`src/hw/rtl/rvalu_pkg.sv`:
```
// Shared types, constants and helpers for the RV32I integer ALU with register file.
package rvalu_pkg;

    // Datapath and register file geometry.
    localparam int XLEN      = 32;
    localparam int REG_IDX_W = 5;
    localparam int REG_COUNT = 32;
    localparam int RF_AW     = $clog2(REG_COUNT);
    localparam int SHAMT_W   = 5;
    localparam int INSTR_W   = 32;

    // Opcode and funct7 codes of the standard encoding.
    localparam logic [6:0] OPC_REG = 7'b0110011;
    localparam logic [6:0] OPC_IMM = 7'b0010011;
    localparam logic [6:0] F7_BASE = 7'b0000000;
    localparam logic [6:0] F7_ALT  = 7'b0100000;

    // Operation selected by funct3.
    typedef enum logic [2:0] {
        F3_ADD  = 3'd0,
        F3_SLL  = 3'd1,
        F3_SLT  = 3'd2,
        F3_SLTU = 3'd3,
        F3_XOR  = 3'd4,
        F3_SR   = 3'd5,
        F3_OR   = 3'd6,
        F3_AND  = 3'd7
    } t_funct3;

    // Register file write port.
    typedef struct packed {
        logic                 en;
        logic [REG_IDX_W-1:0] addr;
        logic [XLEN-1:0]      data;
    } t_rf_wr;

    // One result word as it leaves the block.
    typedef struct packed {
        logic [REG_IDX_W-1:0] dest_index;
        logic [XLEN-1:0]      write_value;
        logic                 write_done;
        logic                 unsupported;
    } t_result;

    // True when a register number names an existing register.
    function automatic logic reg_in_range(input logic [REG_IDX_W-1:0] idx);
        return (int'(idx) < REG_COUNT);
    endfunction

endpackage

```
`src/hw/rtl/rvalu_ifs.sv`:
```
// Valid/ready channel interfaces for instruction words and result words.
interface rvalu_in_if
    import rvalu_pkg::*;
();
    logic               valid;
    logic               ready;
    logic [INSTR_W-1:0] instruction;

    modport source (output valid, output instruction, input ready);
    modport sink   (input valid, input instruction, output ready);
endinterface

interface rvalu_out_if
    import rvalu_pkg::*;
();
    logic                 valid;
    logic                 ready;
    logic [REG_IDX_W-1:0] dest_index;
    logic [XLEN-1:0]      write_value;
    logic                 write_done;
    logic                 unsupported;

    modport source (output valid, output dest_index, output write_value,
                    output write_done, output unsupported, input ready);
    modport sink   (input valid, input dest_index, input write_value,
                    input write_done, input unsupported, output ready);
endinterface

```
`src/hw/rtl/rvalu_regfile.sv`:
```
// Register file: two registered read ports, one write port, per-entry valid bits for reset.
module rvalu_regfile
    import rvalu_pkg::*;
(
    input  logic                 i_clk,
    input  logic                 i_rst_n,
    input  logic                 i_rd_en,
    input  logic [REG_IDX_W-1:0] i_rs1,
    input  logic [REG_IDX_W-1:0] i_rs2,
    input  t_rf_wr               i_wr,
    output logic [XLEN-1:0]      o_rs1_data,
    output logic [XLEN-1:0]      o_rs2_data
);

    logic [XLEN-1:0]      r_mem [REG_COUNT];
    logic [REG_COUNT-1:0] r_vld;
    logic [XLEN-1:0]      r_rd1;
    logic [XLEN-1:0]      r_rd2;
    logic                 r_ok1;
    logic                 r_ok2;
    logic [RF_AW-1:0]     rs1_addr;
    logic [RF_AW-1:0]     rs2_addr;
    logic [RF_AW-1:0]     wr_addr;

    assign rs1_addr = i_rs1[RF_AW-1:0];
    assign rs2_addr = i_rs2[RF_AW-1:0];
    assign wr_addr  = i_wr.addr[RF_AW-1:0];

    // Storage array and registered read data.
    always_ff @(posedge i_clk) begin
        if (i_wr.en) begin
            r_mem[wr_addr] <= i_wr.data;
        end
        if (i_rd_en) begin
            r_rd1 <= r_mem[rs1_addr];
            r_rd2 <= r_mem[rs2_addr];
        end
    end

    // Valid bits stand in for clearing the array at reset; x0 and missing registers read zero.
    always_ff @(posedge i_clk) begin
        if (!i_rst_n) begin
            r_vld <= '0;
            r_ok1 <= 1'b0;
            r_ok2 <= 1'b0;
        end else begin
            if (i_wr.en) begin
                r_vld[wr_addr] <= 1'b1;
            end
            if (i_rd_en) begin
                r_ok1 <= (i_rs1 != '0) && reg_in_range(i_rs1) && r_vld[rs1_addr];
                r_ok2 <= (i_rs2 != '0) && reg_in_range(i_rs2) && r_vld[rs2_addr];
            end
        end
    end

    assign o_rs1_data = r_ok1 ? r_rd1 : '0;
    assign o_rs2_data = r_ok2 ? r_rd2 : '0;

endmodule

```
`src/hw/rtl/rvalu_exec.sv`:
```
// Instruction decode and ALU: turns one word and its operands into a result word.
module rvalu_exec
    import rvalu_pkg::*;
(
    input  logic [INSTR_W-1:0] i_instr,
    input  logic [XLEN-1:0]    i_rs1_val,
    input  logic [XLEN-1:0]    i_rs2_val,
    output t_result            o_result
);

    logic [6:0]           opcode;
    logic [6:0]           funct7;
    logic [REG_IDX_W-1:0] rd;
    t_funct3              funct3;
    logic [XLEN-1:0]      imm;
    logic [XLEN-1:0]      op_b;
    logic [SHAMT_W-1:0]   shamt;
    logic                 alt;
    logic                 ok;
    logic                 f7_legal;
    logic                 we;
    logic [XLEN-1:0]      alu_out;

    // Field extraction.
    assign opcode   = i_instr[6:0];
    assign rd       = i_instr[11:7];
    assign funct3   = t_funct3'(i_instr[14:12]);
    assign funct7   = i_instr[31:25];
    assign imm      = {{(XLEN-12){i_instr[31]}}, i_instr[31:20]};
    assign f7_legal = (funct7 == F7_BASE) || (funct7 == F7_ALT);

    // Legality and operand selection.
    always_comb begin
        ok   = 1'b0;
        alt  = 1'b0;
        op_b = '0;
        if (opcode == OPC_REG) begin
            op_b = i_rs2_val;
            alt  = (funct7 == F7_ALT);
            ok   = f7_legal && (!alt || funct3 == F3_ADD || funct3 == F3_SR);
        end else if (opcode == OPC_IMM) begin
            op_b = imm;
            case (funct3)
                F3_SLL: begin
                    ok = (funct7 == F7_BASE);
                end
                F3_SR: begin
                    ok  = f7_legal;
                    alt = (funct7 == F7_ALT);
                end
                default: begin
                    ok = 1'b1;
                end
            endcase
        end
    end

    assign shamt = op_b[SHAMT_W-1:0];

    // Arithmetic and logic operations.
    always_comb begin
        case (funct3)
            F3_ADD:  alu_out = alt ? (i_rs1_val - op_b) : (i_rs1_val + op_b);
            F3_SLL:  alu_out = i_rs1_val << shamt;
            F3_SLT:  alu_out = {{(XLEN-1){1'b0}}, ($signed(i_rs1_val) < $signed(op_b))};
            F3_SLTU: alu_out = {{(XLEN-1){1'b0}}, (i_rs1_val < op_b)};
            F3_XOR:  alu_out = i_rs1_val ^ op_b;
            F3_SR:   alu_out = alt ? XLEN'($signed(i_rs1_val) >>> shamt) : (i_rs1_val >> shamt);
            F3_OR:   alu_out = i_rs1_val | op_b;
            F3_AND:  alu_out = i_rs1_val & op_b;
            default: alu_out = '0;
        endcase
    end

    // Result word: x0 and missing registers take no write.
    assign we                   = ok && (rd != '0) && reg_in_range(rd);
    assign o_result.dest_index  = ok ? rd : '0;
    assign o_result.write_value = we ? alu_out : '0;
    assign o_result.write_done  = we;
    assign o_result.unsupported = !ok;

endmodule

```
`src/hw/rtl/rv32i_integer_alu_regfile_top.sv`:
```
// Top level of the RV32I integer ALU with register file.
// Accepts one RV32I instruction word per cycle while the output channel is not
// stalled, and returns one result word per instruction, in order. The register
// file read is registered as the word is accepted, decode, ALU and write-back
// happen in the execute stage, and the result is held in an output register.
// The ALU is combinational and the register file has one write port; the last
// write is forwarded so back-to-back dependent instructions see fresh values.
// Register and immediate ALU operations are executed; every other word returns
// unsupported with no register write.
// The register file reads as zero after reset without any clearing pass.
module rv32i_integer_alu_regfile_top
    import rvalu_pkg::*;
(
    input  logic            i_clk,
    input  logic            i_rst_n,
    rvalu_in_if.sink        i_in,
    rvalu_out_if.source     o_out
);

    logic                 in_accept;
    logic                 s1_adv;
    logic                 r_s1_valid;
    logic [INSTR_W-1:0]   r_s1_instr;
    logic                 r_out_valid;
    t_result              r_out;
    logic                 r_fwd_valid;
    logic [REG_IDX_W-1:0] r_fwd_idx;
    logic [XLEN-1:0]      r_fwd_data;
    logic [XLEN-1:0]      rf_rs1;
    logic [XLEN-1:0]      rf_rs2;
    logic [XLEN-1:0]      rs1_val;
    logic [XLEN-1:0]      rs2_val;
    logic [REG_IDX_W-1:0] s1_rs1;
    logic [REG_IDX_W-1:0] s1_rs2;
    t_rf_wr               rf_wr;
    t_result              exec_res;

    // Handshake: the execute stage moves whenever the output register is free or drained.
    assign s1_adv     = r_s1_valid && (!r_out_valid || o_out.ready);
    assign i_in.ready = !r_s1_valid || s1_adv;
    assign in_accept  = i_in.valid && i_in.ready;

    // Register file, read as the word is accepted.
    rvalu_regfile u_regfile (
        .i_clk      (i_clk),
        .i_rst_n    (i_rst_n),
        .i_rd_en    (in_accept),
        .i_rs1      (i_in.instruction[19:15]),
        .i_rs2      (i_in.instruction[24:20]),
        .i_wr       (rf_wr),
        .o_rs1_data (rf_rs1),
        .o_rs2_data (rf_rs2)
    );

    // Forward the latest write, which may land in the same cycle as the read.
    assign s1_rs1  = r_s1_instr[19:15];
    assign s1_rs2  = r_s1_instr[24:20];
    assign rs1_val = (r_fwd_valid && r_fwd_idx == s1_rs1) ? r_fwd_data : rf_rs1;
    assign rs2_val = (r_fwd_valid && r_fwd_idx == s1_rs2) ? r_fwd_data : rf_rs2;

    rvalu_exec u_exec (
        .i_instr   (r_s1_instr),
        .i_rs1_val (rs1_val),
        .i_rs2_val (rs2_val),
        .o_result  (exec_res)
    );

    // Write-back as the word leaves the execute stage.
    assign rf_wr.en   = s1_adv && exec_res.write_done;
    assign rf_wr.addr = exec_res.dest_index;
    assign rf_wr.data = exec_res.write_value;

    // Payload registers.
    always_ff @(posedge i_clk) begin
        if (in_accept) begin
            r_s1_instr <= i_in.instruction;
        end
        if (s1_adv) begin
            r_out <= exec_res;
        end
        if (rf_wr.en) begin
            r_fwd_idx  <= rf_wr.addr;
            r_fwd_data <= rf_wr.data;
        end
    end

    // Stage valid bits and forwarding valid.
    always_ff @(posedge i_clk) begin
        if (!i_rst_n) begin
            r_s1_valid  <= 1'b0;
            r_out_valid <= 1'b0;
            r_fwd_valid <= 1'b0;
        end else begin
            if (in_accept) begin
                r_s1_valid <= 1'b1;
            end else if (s1_adv) begin
                r_s1_valid <= 1'b0;
            end
            if (s1_adv) begin
                r_out_valid <= 1'b1;
            end else if (o_out.ready) begin
                r_out_valid <= 1'b0;
            end
            if (rf_wr.en) begin
                r_fwd_valid <= 1'b1;
            end
        end
    end

    // Output channel.
    assign o_out.valid       = r_out_valid;
    assign o_out.dest_index  = r_out.dest_index;
    assign o_out.write_value = r_out.write_value;
    assign o_out.write_done  = r_out.write_done;
    assign o_out.unsupported = r_out.unsupported;

endmodule
```
`src/flat_wrapper.sv`:
```
// flat-port wrapper written by rule: the top's interface ports become plain ports
module rv32i_integer_alu_regfile_top_flat import rvalu_pkg::*;
  (i_clk, i_rst_n, i_in_valid, i_in_instruction, i_in_ready, o_out_valid, o_out_dest_index, o_out_write_value, o_out_write_done, o_out_unsupported, o_out_ready);
  rvalu_in_if i_in_i ();
  rvalu_out_if o_out_i ();
  input  logic i_clk;
  input  logic i_rst_n;
  input wire logic [$bits(i_in_i.valid)-1:0] i_in_valid;
  input wire logic [$bits(i_in_i.instruction)-1:0] i_in_instruction;
  output wire logic [$bits(i_in_i.ready)-1:0] i_in_ready;
  output wire logic [$bits(o_out_i.valid)-1:0] o_out_valid;
  output wire logic [$bits(o_out_i.dest_index)-1:0] o_out_dest_index;
  output wire logic [$bits(o_out_i.write_value)-1:0] o_out_write_value;
  output wire logic [$bits(o_out_i.write_done)-1:0] o_out_write_done;
  output wire logic [$bits(o_out_i.unsupported)-1:0] o_out_unsupported;
  input wire logic [$bits(o_out_i.ready)-1:0] o_out_ready;
  assign i_in_i.valid = i_in_valid;
  assign i_in_i.instruction = i_in_instruction;
  assign i_in_ready = i_in_i.ready;
  assign o_out_valid = o_out_i.valid;
  assign o_out_dest_index = o_out_i.dest_index;
  assign o_out_write_value = o_out_i.write_value;
  assign o_out_write_done = o_out_i.write_done;
  assign o_out_unsupported = o_out_i.unsupported;
  assign o_out_i.ready = o_out_ready;
  rv32i_integer_alu_regfile_top u_core (.i_clk(i_clk), .i_rst_n(i_rst_n), .i_in(i_in_i), .o_out(o_out_i));
endmodule
```
`config.mk`:
```
export PLATFORM = sky130hd
export DESIGN_NAME = rv32i_integer_alu_regfile_top_flat
export DESIGN_NICKNAME = d
export VERILOG_FILES = /design/src/hw/rtl/rvalu_pkg.sv /design/src/hw/rtl/rvalu_ifs.sv /design/src/hw/rtl/rvalu_regfile.sv /design/src/hw/rtl/rvalu_exec.sv /design/src/hw/rtl/rv32i_integer_alu_regfile_top.sv /design/src/flat_wrapper.sv
export SDC_FILE = /design/constraint.sdc
export NUM_CORES = 2
export LEC_CHECK = 0
export ABC_CLOCK_PERIOD_IN_PS = 6500
export BUFFER_PORTS_ARGS = -buffer_cell sky130_fd_sc_hd__buf_2
export CAP_MARGIN = 10
export CORE_MARGIN = 5
export CORE_UTILIZATION = 35
export CTS_CLUSTER_DIAMETER = 120
export CTS_CLUSTER_SIZE = 20
export DETAILED_ROUTE_END_ITERATION = 8
export PLACE_DENSITY_LB_ADDON = 0.15
export SETUP_SLACK_MARGIN = 0.4
export SLEW_MARGIN = 20
export SYNTH_ARGS = -nofsm -noshare
export SYNTH_HDL_FRONTEND = slang
export SYNTH_SLANG_ARGS = --single-unit
export TNS_END_PERCENT = 100
```
`constraint.sdc`:
```
create_clock -name i_clk -period 6.5 [get_ports i_clk]
set_input_delay 0.325 -clock i_clk [delete_from_list [all_inputs] [get_ports i_clk]]
set_output_delay 0.325 -clock i_clk [all_outputs]
set_load 0.02 [all_outputs]
```
==> run_results.csv <==
group,metric,value,unit
sta,setup_viol,0,
sta,rsz0062_at_grt,"false",
sta,fin_tns_setup,0,ps
drt,via_count,38876,
global_route,grt_pass1_vias,39069,
global_route,grt-ovfl-total,0,
finish,fin_area,70500,sq um
finish,drive_above_1_share,30.2,%
synth,synth_edf_count,1196,
global_route,grt_max_degree,102,
synth,yosys.area.top_type,"edfxtp_1",
synth,yosysMostFrequentCell,"edfxtp_1",
clock_network,numCtsBuffers,72,
finish,final_nets,4064,
clock_network,insertion_delay,720,ps
worst_setup_path,endpoint_kind,"flip-flop",
sta,drv_slew,0,
worst_setup_path,cp_max_fo,34,
floorplan,die_w,436,um
placed_design,place.gp.congestion,1.00,
synth,ys_ff_latch,1232,
status,status,"completed",
power_and_ir_drop,vdd_drop_max,180,uV
hold_path,hold_class,"input pin to flip-flop",
global_route,grt.busiest_layer,"met2",
power_and_ir_drop,leakagePower,25.2,nW
sta,max_freq,170,MHz
floorplan,initial_core_util,35.1,%
worst_setup_path,critPathArrivalTime,6300,ps
sta,period_needed,5890,ps
worst_setup_path,crit_required,6910,ps
power_and_ir_drop,power.density,201,nW/um^2
finish,fin_util,39.1,%
synth,avgSynthCellArea,16.6,sq um
synth,synthTopCellsByCount,"edfxtp_1 (1,196), mux4_2 (658), nor2_1 (204), clkbuf_1 (187), a21oi_1 (173)",
finish,syn_to_final_growth,11.2,%
sta,fin_crit_sh,90.6,%
floorplan,ios,77,
sta,skew,44.8,ps
global_route,gr-usage-met2,37.0,%
clock_network,clock_path_buffers,3,
job,cap_violations,0,
finish,fillers,16414,
synth,netlist.area_leader.share,56.6,%
floorplan,fp.dieArea,190000,sq um
finish,multi_input_area,25900,sq um
clock_network,clock-sinks,1232,
sta,maxSlewHeadroom,27.1,%
drt,drt_iter0_markers,3968,
placed_design,io_buffers,76,
synth,yosys-top-cells-area,"edfxtp_1 (57%), mux4_2 (23%), ha_1 (1.9%)",
worst_setup_path,start_kind,"flip-flop",
synth,yosys_most_used_dff,"edfxtp_1",
worst_setup_path,worst-setup-path-type,"flip-flop to flip-flop",
drt,vias_per_cell,6.14,
clock_network,clkTransAtPathRegs,90,ps
synth,yosysWarnings,0,
clock_network,htree_levels,3,
drt,drtAntennaViolNets,0,
global_route,antenna_found_initial,12,
synth,ys_async_sr_fraction,0,%
finish,register_area,36600,sq um
global_route,grt_first_pass_wirelength,313000,um
synth,synth_cells,3818,
placed_design,hpwl,138000,um
global_route,use_met3,3.17,%
sta,hold_violations,0,
floorplan,row_count,156,
clock_network,cts_root_buf,"clkbuf_16",
synth,synth_cell_types,87,
drt,routedWlPerCell,35.4,um
floorplan,coreArea,181000,sq um
drt,drc_errors,0,
global_route,use_met1,32.5,%
drt,firstDrtPassIters,6,
clock_network,cts_tree,"done",
floorplan,dieHeight,436,um
global_route,grt_use_total,23.2,%
synth,syn-cell-area,63400,sq um
synth,synth-seq-area-share,57.8,%
sta,worstMarginPinSlew,1080,ps
drt,finalWirelength,224000,um
placed_design,dpl-instance-area,68200,sq um
routing by layer:
layer | up-vias | routed length, um
li1 | 15946 | -
met1 | 21109 | 95500
met2 | 1535 | 106000
met3 | 286 | 14100
met4 | 0 | 9070
met5 | - | 0
report_power, final:
group / internal, W / switching (W)
clock network: 0.00214 / 0.00262
registers: 0.00863 / 0.0000326
logic: 0.000277 / 0.000486
total: 0.0110 / 0.00314
sequential cells by signal (all words and copies together), names as in the netlist:
| signal | flops |
|---|---|
| u_core.r_fwd_data | 32 |
| u_core.u_regfile.r_rd2 | 32 |
| u_core.r_s1_instr | 32 |
| u_core.o_out.dest_index | 5 |
| u_core.r_s1_valid | 1 |
| u_core.u_regfile.r_vld | 31 |
| u_core.u_regfile.r_rd1 | 32 |
| u_core.u_regfile.r_ok1 | 1 |
| u_core.u_regfile.r_mem | 1024 |
| u_core.o_out.valid | 1 |
| u_core.o_out.unsupported | 1 |
| u_core.r_fwd_valid | 1 |
| u_core.r_fwd_idx | 5 |
| u_core.o_out.write_value | 32 |
| u_core.o_out.write_done | 1 |
| u_core.u_regfile.r_ok2 | 1 |
critical path, stage by stage, from the launching register on:
cell,delay (ps)
edfxtp_1,420
xor2_1,190
nor4_4,420
buf_4,190
and2_4,200
buf_4,410
o311a_2,270
ha_1,340
nor2b_1,210
o211a_1,230
o31a_1,300
o21ai_0,440
a2111oi_2,140
buf_4,180
o21ai_1,370
a21oi_2,160
o31ai_1,310
xor2_1,310
a22oi_2,160
buf_4,290
area by class of cell:
class	count	area share, %
diodes	3	0.0106
clock buffers	94	2.73
clock inverters	6	0.131
inverters	103	0.555
multi-input cells	2216	36.7
flip-flops and latches	1232	52.0
well taps	2370	4.21
repair buffers	304	3.72
cell usage in the layout (no fill, tap or decap), types with 18 or more instances in the layout:
master,n
edfxtp_1,1196
mux4_2,658
buf_4,174
nor2_1,172
a21oi_1,169
nand2_1,133
mux2i_1,119
o21ai_0,117
inv_1,98
ha_1,97
clkbuf_16,74
mux2_2,69
buf_2,66
nor3_1,49
o22ai_1,47
nand3_1,45
o21a_1,40
dfxtp_1,35
buf_12,32
conb_1,32
a211oi_1,31
nor2_4,31
and3_1,29
o21ai_1,27
dlygate4sd3_1,25
xor2_1,20
clkbuf_1,20
xnor2_1,18
a21o_1,18
a31oi_1,18
o211ai_1,18
kinds of logic after synthesis:
kind of cell               synth area share [%]
AOI/OAI and AO/OA                          6.44
xor gates and xnor gates                  0.525
adders and majority gates                  1.98
buffers and inverters                      2.58
DFF                                        57.8
muxes                                      26.6
other                                   0.00591
and+or+nand+nor                            4.09
repair_timing:
item                                    CTS  global route
hold endpoints to repair                 24             0
hold buffers                             25             0
buffers inserted                          0             3
cloned                                    0             0
pin swaps                                 0             2
gates resized for setup                   2             7
endpoints found under the setup margin   35           298
path summary, 6_finish.rpt:
check                                     startpoint                              to  slack, ps  depth (start not counted)
worst max-delay path             u_core.r_fwd_idx[0]  u_core.u_regfile.r_mem[24][28]        610                         19
worst min-delay path            i_in_instruction[19]           u_core.r_s1_instr[19]        130                          1
worst min register to register    u_core.r_fwd_valid              u_core.r_fwd_valid        480                          1
worst max register to register   u_core.r_fwd_idx[0]  u_core.u_regfile.r_mem[24][28]        610                         19
stage by stage:
step / power (W) / worst slack (ps) / hold WS (ps) / cells
4_1_cts: 0.0143 / 457 / 62.3 / 6322
5_1_grt: 0.0146 / 396 / 81.2 / 6327
3_3_place_gp: 0.00960 / 352 / 458 / 6196
6_report: 0.0142 / 609 / 126 / 6328
2_1_floorplan: 0.00931 / 440 / 424 / 3849
3_5_place_dp: 0.00960 / 421 / 471 / 6197
Note: power is estimated with default switching activity, not from simulation.
